<file path="config.mk">
export PLATFORM = sky130hd
export DESIGN_NAME = stable_sorted_priority_queue
export DESIGN_NICKNAME = d
export VERILOG_FILES = /design/src/sv/sspq_pkg.sv /design/src/sv/stable_sorted_priority_queue.sv /design/src/sv/sspq_cell.sv
export SDC_FILE = /design/constraint.sdc
export NUM_CORES = 2
export LEC_CHECK = 0
export BUFFER_PORTS_ARGS = -buffer_cell sky130_fd_sc_hd__clkbuf_2
export CAP_MARGIN = 20
export CORE_AREA = 5 5 248 250
export CTS_CLUSTER_DIAMETER = 150
export DETAILED_ROUTE_END_ITERATION = 7
export DIE_AREA = 0 0 253 255
export GPL_TIMING_DRIVEN = 0
export HOLD_SLACK_MARGIN = 0.06
export PLACE_DENSITY = 0.8
export SKIP_LAST_GASP = 1
export SYNTH_ARGS = -nofsm -noshare
export SYNTH_HDL_FRONTEND = slang
export SYNTH_SLANG_ARGS = --single-unit
</file>
<file path="constraint.sdc">
create_clock -name clk -period 6.9 [get_ports clk]
set_clock_uncertainty 0.15 [all_clocks]
set_input_delay 0.69 -clock clk [delete_from_list [all_inputs] [get_ports clk]]
set_output_delay 0.69 -clock clk [all_outputs]
set_load 0.02 [all_outputs]
</file>
<file path="src/sv/sspq_pkg.sv">
// ---------------------------------------------------------------------------
// sspq_pkg: shared types and constants
// Sizes, word layouts and codes of the stable sorted priority queue.
// ---------------------------------------------------------------------------
package sspq_pkg;

  localparam int DEPTH         = 16;
  localparam int PRIO_WIDTH    = 8;
  localparam int PAYLOAD_WIDTH = 32;
  localparam int CNT_W         = $clog2(DEPTH + 1);

  localparam logic ACT_INSERT = 1'b0;
  localparam logic ACT_REMOVE = 1'b1;

  typedef enum logic [1:0] {
    STATUS_OK    = 2'd0,
    STATUS_EMPTY = 2'd1,
    STATUS_FULL  = 2'd2
  } status_t;

  typedef struct packed {
    logic [PRIO_WIDTH-1:0]    prio;
    logic [PAYLOAD_WIDTH-1:0] data;
  } entry_t;

  typedef struct packed {
    logic                     action;
    logic [PRIO_WIDTH-1:0]    priority_req;
    logic [PAYLOAD_WIDTH-1:0] payload;
  } req_t;

  typedef struct packed {
    status_t                  status;
    logic [PAYLOAD_WIDTH-1:0] out_payload;
    logic [PRIO_WIDTH-1:0]    out_priority;
    logic [CNT_W-1:0]         occupancy;
  } rsp_t;

  // broadcast to every cell in the chain
  typedef struct packed {
    logic   ins;
    logic   rem;
    entry_t new_entry;
  } cell_ctrl_t;

endpackage

</file>
<file path="src/sv/stable_sorted_priority_queue.sv">
// ---------------------------------------------------------------------------
// stable_sorted_priority_queue: bounded sorted priority queue
// Shift-register queue of DEPTH cells, kept in ascending priority order.
// ---------------------------------------------------------------------------
// Usage:
//   req channel (req_valid/req_ready/req) carries one operation word: insert
//   a payload with a priority, or remove the head entry.
//   rsp channel (rsp_valid/rsp_ready/rsp) returns one word per operation:
//   status, the removed entry (zero otherwise) and the occupancy after it.
//   Every cell compares the new priority against its own in the same cycle
//   and shifts by one slot, so an operation finishes in the cycle it is
//   accepted; its response word is registered and shows in the next cycle.
//   Throughput is one operation per cycle while rsp_ready stays high.
//   A new operation is taken when the response register is empty or is being
//   read in the same cycle, so a stalled receiver holds back req_ready after
//   one word is waiting.
//   Equal priorities leave in arrival order. Insert into a full queue returns
//   the full status, remove from an empty queue the empty status, and neither
//   changes the contents.
//   Reset empties the queue and the response register; the entry slots are
//   not cleared, only the entry count.
// ---------------------------------------------------------------------------
module stable_sorted_priority_queue (
  input  logic           clk,
  input  logic           rst,
  input  logic           req_valid,
  output logic           req_ready,
  input  sspq_pkg::req_t req,
  output logic           rsp_valid,
  input  logic           rsp_ready,
  output sspq_pkg::rsp_t rsp
);
  import sspq_pkg::*;

  logic [CNT_W-1:0] count;
  logic [CNT_W-1:0] count_next;
  logic             accept;
  logic             full;
  logic             empty;
  cell_ctrl_t       ctrl;
  rsp_t             rsp_next;

  logic   [DEPTH-1:0] cell_valid;
  logic   [DEPTH-1:0] cell_gt;
  entry_t             cell_entry [DEPTH];

  assign req_ready = !rsp_valid || rsp_ready;
  assign accept    = req_valid && req_ready;
  assign full      = (count == CNT_W'(DEPTH));
  assign empty     = (count == '0);

  assign ctrl.ins            = accept && (req.action == ACT_INSERT) && !full;
  assign ctrl.rem            = accept && (req.action == ACT_REMOVE) && !empty;
  assign ctrl.new_entry.prio = req.priority_req;
  assign ctrl.new_entry.data = req.payload;

  genvar i;
  generate
    for (i = 0; i < DEPTH; i++) begin : g_cell
      assign cell_valid[i] = (count > CNT_W'(i));
      if (i == 0) begin : g_head
        sspq_cell u_cell (
          .clk        (clk),
          .ctrl       (ctrl),
          .valid      (cell_valid[i]),
          .left_gt    (1'b0),
          .left_entry ('0),
          .right_entry(cell_entry[i+1]),
          .gt         (cell_gt[i]),
          .entry      (cell_entry[i])
        );
      end else if (i == DEPTH - 1) begin : g_tail
        sspq_cell u_cell (
          .clk        (clk),
          .ctrl       (ctrl),
          .valid      (cell_valid[i]),
          .left_gt    (cell_gt[i-1]),
          .left_entry (cell_entry[i-1]),
          .right_entry('0),
          .gt         (cell_gt[i]),
          .entry      (cell_entry[i])
        );
      end else begin : g_mid
        sspq_cell u_cell (
          .clk        (clk),
          .ctrl       (ctrl),
          .valid      (cell_valid[i]),
          .left_gt    (cell_gt[i-1]),
          .left_entry (cell_entry[i-1]),
          .right_entry(cell_entry[i+1]),
          .gt         (cell_gt[i]),
          .entry      (cell_entry[i])
        );
      end
    end
  endgenerate

  always_comb begin
    count_next = count;
    if (ctrl.ins) begin
      count_next = count + CNT_W'(1);
    end else if (ctrl.rem) begin
      count_next = count - CNT_W'(1);
    end
  end

  always_comb begin
    rsp_next              = '0;
    rsp_next.status       = STATUS_OK;
    rsp_next.occupancy    = count_next;
    if (req.action == ACT_REMOVE) begin
      if (empty) begin
        rsp_next.status = STATUS_EMPTY;
      end else begin
        rsp_next.out_payload  = cell_entry[0].data;
        rsp_next.out_priority = cell_entry[0].prio;
      end
    end else if (full) begin
      rsp_next.status = STATUS_FULL;
    end
  end

  always_ff @(posedge clk) begin
    if (rst) begin
      count     <= '0;
      rsp_valid <= 1'b0;
    end else begin
      count <= count_next;
      if (accept) begin
        rsp_valid <= 1'b1;
      end else if (rsp_ready) begin
        rsp_valid <= 1'b0;
      end
    end
  end

  always_ff @(posedge clk) begin
    if (accept) begin
      rsp <= rsp_next;
    end
  end

endmodule

</file>
<file path="src/sv/sspq_cell.sv">
// ---------------------------------------------------------------------------
// sspq_cell: one slot of the sorted chain
// Holds one entry; on insert it keeps, takes the new entry or takes its left
// neighbor, on remove it takes its right neighbor.
// ---------------------------------------------------------------------------
module sspq_cell (
  input  logic                clk,
  input  sspq_pkg::cell_ctrl_t ctrl,
  input  logic                valid,
  input  logic                left_gt,
  input  sspq_pkg::entry_t    left_entry,
  input  sspq_pkg::entry_t    right_entry,
  output logic                gt,
  output sspq_pkg::entry_t    entry
);
  import sspq_pkg::*;

  entry_t entry_next;

  // strictly greater keeps equal priorities in arrival order
  assign gt = valid && (entry.prio > ctrl.new_entry.prio);

  always_comb begin
    entry_next = entry;
    if (ctrl.rem) begin
      entry_next = right_entry;
    end else if (ctrl.ins) begin
      if (left_gt) begin
        entry_next = left_entry;
      end else if (gt || !valid) begin
        // empty slots past the insertion point may take it too, harmless
        entry_next = ctrl.new_entry;
      end
    end
  end

  always_ff @(posedge clk) begin
    entry <= entry_next;
  end

endmodule

</file>
Yosys cells after proc, flatten, opt, wreduce, memory -nomap -nowiden
Cells that the tools add are included. W data, S select, Z words.

Register bits after elaboration: 693. Bits in latches: 0. Memory bits (writable): 0. Memory bits (read-only): 0. Input port bits: 45. Output and inout bits: 49. Logic and storage cells: 235. Memories kept: 0.

Add/sub/neg operators: 2. Multiply operators: 0. Div/mod/pow operators: 0. $lt $le $gt $ge: 32. Equality and inequality tests: 1. Shifts and indexed selects: 0. Multiplexer cells: 68. Bitwise gates (word level): 1. Reduce and logical (&&, ||, !) cells: 93.

Operator list (number): $mux W40 (61); $gt A8 B8 Y1 (16); $reduce_bool A3 Y1 (14); $gt A5 B4 Y1 const B (8); $reduce_and A2 Y1 (16); $logic_and A1 B1 Y1 (21); $gt A5 B3 Y1 const B (4); $logic_not A1 Y1 (19); $logic_or A1 B1 Y1 (17); $gt A5 B1 Y1 const B (2); $gt A5 B2 Y1 const B (2); $mux W5 (2); $reduce_bool A2 Y1 (4); $add A5 B1 Y5 const B (1); $eq A5 B5 Y1 const B (1); $logic_not A5 Y1 (1); $sub A5 B1 Y5 const B (1); $mux W2 (2); $mux W1 (3); $reduce_or A2 Y1 (1); $not A1 Y1 (1).

Longest topological paths before layout
Depth after elaboration: 7. Mapped depth: 12. Mapped depth without buffers: 9.

Modules after synthesis
From an unflattened synthesis, not the netlist that was laid out.

Cells, all modules: 3491. Area, all modules: 38754.7 um^2.

Modules (own cells, without submodules): sspq_cell at g_cell[0].g_head.u_cell ... (times used 9, cells an instance 206, area an instance 2274.7 um^2, seq. area each 1201.2 um^2); sspq_cell at g_cell[3].g_mid.u_cell ... (times used 7, cells an instance 206, area an instance 2273.4 um^2, seq. area each 1201.2 um^2); stable_sorted_priority_queue (times used 1, cells an instance 195, area an instance 2368.5 um^2, seq. area each 1531.5 um^2).

Least setup slack after synthesis
OpenSTA, ideal clock, no wires.

Path kind: input -> register. Start: input req[35] in the netlist's numbering. End: register g_cell[7].g_mid.u_cell.entry[0] in the netlist's numbering, enable pin. Setup time: 493 ps. Data arrival time: 5467 ps. Required time: 6257 ps. Path slack: 790 ps. Stages: 11. Cells stage by stage: clkbuf_1 -> inv_1 -> ha_1 -> nand3_1 -> o22ai_1 -> o21bai_1 -> a22o_1 -> a21oi_1 -> buf_1 -> nor3_1 -> o21ai_0.

Word-level cells in the longest chain between the ends: 5. Elaborated cells between the ends (all ways): 7.

Ends and longest elaborated chain: start, declared (RTL line stable_sorted_priority_queue.sv:28) `input sspq_pkg::req_t req,`; $gt A8 B8 Y1 (RTL line sspq_cell.sv:21) `assign gt = valid && (entry.prio > ctrl.new_entry.prio);`; $logic_and A1 B1 Y1 (RTL line sspq_cell.sv:21); $logic_or A1 B1 Y1 (RTL line sspq_cell.sv:30) `end else if (gt || !valid) begin`; $reduce_bool A3 Y1 (no line) *; $reduce_and A2 Y1 (no line) *; end signal, assigned (RTL line sspq_cell.sv:38) `entry <= entry_next;`; end, declared (RTL line sspq_cell.sv:14) `output sspq_pkg::entry_t entry`.

Mark *: on every way between the ends. The rest lies on a longest branch, timed or not. A chain may end at the register's enable or synchronous reset.

Worst setup path after layout
Start: input req[33] in the netlist's numbering. End: register g_cell[11].g_mid.u_cell.entry[10] in the netlist's numbering, enable pin.

Word-level cells in the longest chain between the ends: 5. Elaborated cells between the ends (all ways): 7.

Ends and longest elaborated chain (RTL line): $gt A8 B8 Y1 (sspq_cell.sv:21); $logic_and A1 B1 Y1 (sspq_cell.sv:21); $logic_or A1 B1 Y1 (sspq_cell.sv:30); $reduce_bool A3 Y1 (no line) *; $reduce_and A2 Y1 (no line) *; end signal, assigned (sspq_cell.sv:38); end, declared (sspq_cell.sv:14).

Marks and branches as above.

==> flow_summary.toml <==
[route]
drtIter0Drc = 3577
ant_nets = 0
drc = 0
first_pass_iters = 6
totalWireLength_um = 103000
via_per_inst = 6.38
wl_per_cell_um = 23.2
vias = 28300

[global_routing]
grt_use_total = 0.312
grt_pass1_vias = 27200
antenna_found_initial = 6
grt_pass1_wl_um = 156000
grt_max_degree = 43
grt.overflow.total = 0

[clocking]
clock_latency_ps = 640
holdBufCountCts = 0
postCtsSetupRepairBufs = 0
cts_tree = "done"
cts_made_buffers = 72
clockRootBuffer = "clkbuf_16"
cts_resized = 0
clock-sinks = 693
cts-htree-levels = 3
path_clk_slew_ps = 60
clk_path_buf_depth = 3

[synthesis]
synth_nets = 3624
ys_async_sr_fraction = 0
yosys.area_share.simple = 0.132
ys_top_cells_by_count = "647 x edfxtp_1, 562 x nand2_1, 347 x mux2i_1, 273 x a21oi_1, 243 x nand3_1"
synthFlopType = "edfxtp_1"
synth_top_family_by_area = "simple AND/OR/NAND/NOR gates"
syn-instance-count = 3445
synth_enable_flop_cells = 647
synthAdderAreaFrac = 0.0455
synthMuxAreaShare = 0.0942
netlist_top_cells_area = "edfxtp_1 53%, mux2i_1 9.4%, nand2_1 5.7%"
synth.avg_cell_area_um2 = 10.7
yosysUniqueCellTypes = 58
syn_area_mm2 = 0.0369
yosysMostFrequentCell = "edfxtp_1"
synth_top_area_frac = 0.527
synthesis.yosys.warnings = 0
ys_ff_latch = 693
synth_area_leader_cell = "edfxtp_1"
seq_area_frac_synth = 0.552
synth_compound_area_frac = 0.130
synthXorXnorAreaFrac = 0.000950

[setup_path]
path_max_fanout = 40
cp.arrival_ps = 4890
crit_required_ps = 6900
r2r_cells = 10
path_class = "primary input to flop"
crit_path_end_kind = "flop"
critPathLaunchType = "primary input"

[placed_design]
gp_congestion = 0.927
dp_slack_ps = 1530
io_buffers = 61
hpwl_um = 79200
placedInstanceArea_mm2 = 0.0386

[die]
fp-row-count = 89
initial_utilization = 0.627
die_y_um = 255
fp.dieW_um = 253
coreArea_mm2 = 0.0588
io_pins = 94
die-area_mm2 = 0.0645

[min_path]
whs_path_depth = 3
hold_class = "primary input to flop"

[finish]
synthToLayoutAreaGrowth_pct = 10.7
drive_gt1_frac = 0.0992
final_area_mm2 = 0.0408
nets = 3773
finish.utilization = 0.694

[timing]
tightest_slew_ps = 1020
final_max_slew_viol_count = 0
setup_viol = 0
setup_slack_ps = 2000
rsz0062_at_grt = "no"
relSlewSlack = 0.318
hold_viol_final = 0
finalCritPeriodShare = 0.710
timing.final.crit_period_ps = 4900
fin_setup_tns_ps = 0
fmax_mhz = 204

[pwr]
p_leak_uw = 0.0153
ir_drop_mv = 0.189
pwr_density_cell_mw_per_mm2 = 343

[flow_run]
maxCapViolations = 0

[run_status]
status = "completed"
-- final timing paths --
path / start / end / slack [ps]
setup / recovery: req[33] / g_cell[11].g_mid.u_cell.entry[10]$_DFFE_PP_ / 2000
setup reg to reg: count[0]$_SDFF_PP0_ / g_cell[12].g_mid.u_cell.entry[16]$_DFFE_PP_ / 2850
hold / removal: req_valid / rsp_valid$_SDFFE_PP0P_ / 150
hold reg to reg: g_cell[15].g_tail.u_cell.entry[14]$_SDFFE_PP0P_ / g_cell[15].g_tail.u_cell.entry[14]$_SDFFE_PP0P_ / 310
-- placed cells by master, fill, tap and decap left out, types with 5 or more instances in the layout --
| cell type | instances |
|---|---|
| and2_1 | 42 |
| and3_1 | 9 |
| inv_1 | 35 |
| clkbuf_16 | 74 |
| nand2b_1 | 7 |
| nor2b_1 | 24 |
| nor3_1 | 8 |
| nor2_1 | 192 |
| nand3_1 | 243 |
| diode_2 | 6 |
| a21o_1 | 15 |
| o21a_1 | 16 |
| ha_1 | 134 |
| dfxtp_1 | 46 |
| clkbuf_1 | 147 |
| o211ai_1 | 198 |
| buf_1 | 5 |
| o21ai_4 | 10 |
| nand2_1 | 558 |
| clkbuf_2 | 65 |
| o221ai_1 | 6 |
| clkbuf_8 | 7 |
| nand4_1 | 25 |
| mux2i_1 | 347 |
| a211oi_1 | 5 |
| buf_2 | 105 |
| edfxtp_1 | 647 |
| o21ai_0 | 65 |
| o22ai_1 | 7 |
| clkinv_2 | 13 |
| a21oi_1 | 273 |
| buf_6 | 35 |
| buf_12 | 12 |
| o21ai_1 | 194 |
| buf_4 | 10 |
| clkinv_1 | 12 |
-- per-stage QoR --
stage | total power, uW | hold WS [ps] | std cells
final | 14000 | 152 | 4430
after global routing | 14600 | 150 | 4429
after CTS | 13900 | 127 | 4424
after detailed placement | 10200 | 305 | 4293
after global placement | 9990 | 298 | 4279
after floorplan | 8990 | 290 | 3445
-- power by group --
group / switching (uW) / internal (uW) / total, uW
sequential: 558 / 5940 / 6500
combinational: 2400 / 1330 / 3730
clock: 1680 / 2100 / 3770
total: 4630 / 9370 / 14000
-- critical path: stages --
cell and delay (ps):
clkbuf_2 290, clkbuf_1 590, inv_1 640, ha_1 490, nor2b_1 130, o21a_1 160, o21a_1 170, o21ai_0 190
a21boi_0 110, buf_2 200, buf_4 220, o41ai_1 340, nand2_2 620
-- cell families after synthesis --
family,Yosys count
AO/OA/AOI/OAI,815
XOR/XNOR,4
adder cells (fa/ha/maj),134
buffers and inverters,328
flip-flops,693
multiplexers,347
AND/OR/NAND/NOR,1124
-- area by class of cell --
cell class / count / area (um2)
antenna: 6 / 15.0
buffer: 292 / 1550
clock buffer: 99 / 2020
clock inverter: 32 / 215
fill: 4389 / 18000
inverter: 36 / 135
multi-input combinational: 2424 / 15000
sequential: 693 / 20300
tap: 773 / 967
timing repair buffer: 75 / 576
-- metal layers --
layer,share of wire,GRT usage
met4,0.033,0.116
met3,0.11,0.0569
met2,0.46,0.493
met1,0.40,0.439
met5,0,0
-- state kept, by name, indices dropped and copies added, names as in the netlist --
signal and flops:
g_cell.g_mid.u_cell.entry 560, rsp 47, g_cell.g_head.u_cell.entry 40, g_cell.g_tail.u_cell.entry 40, count 5, rsp_valid 1
No activity file was read; power rests on OpenSTA's default activity.
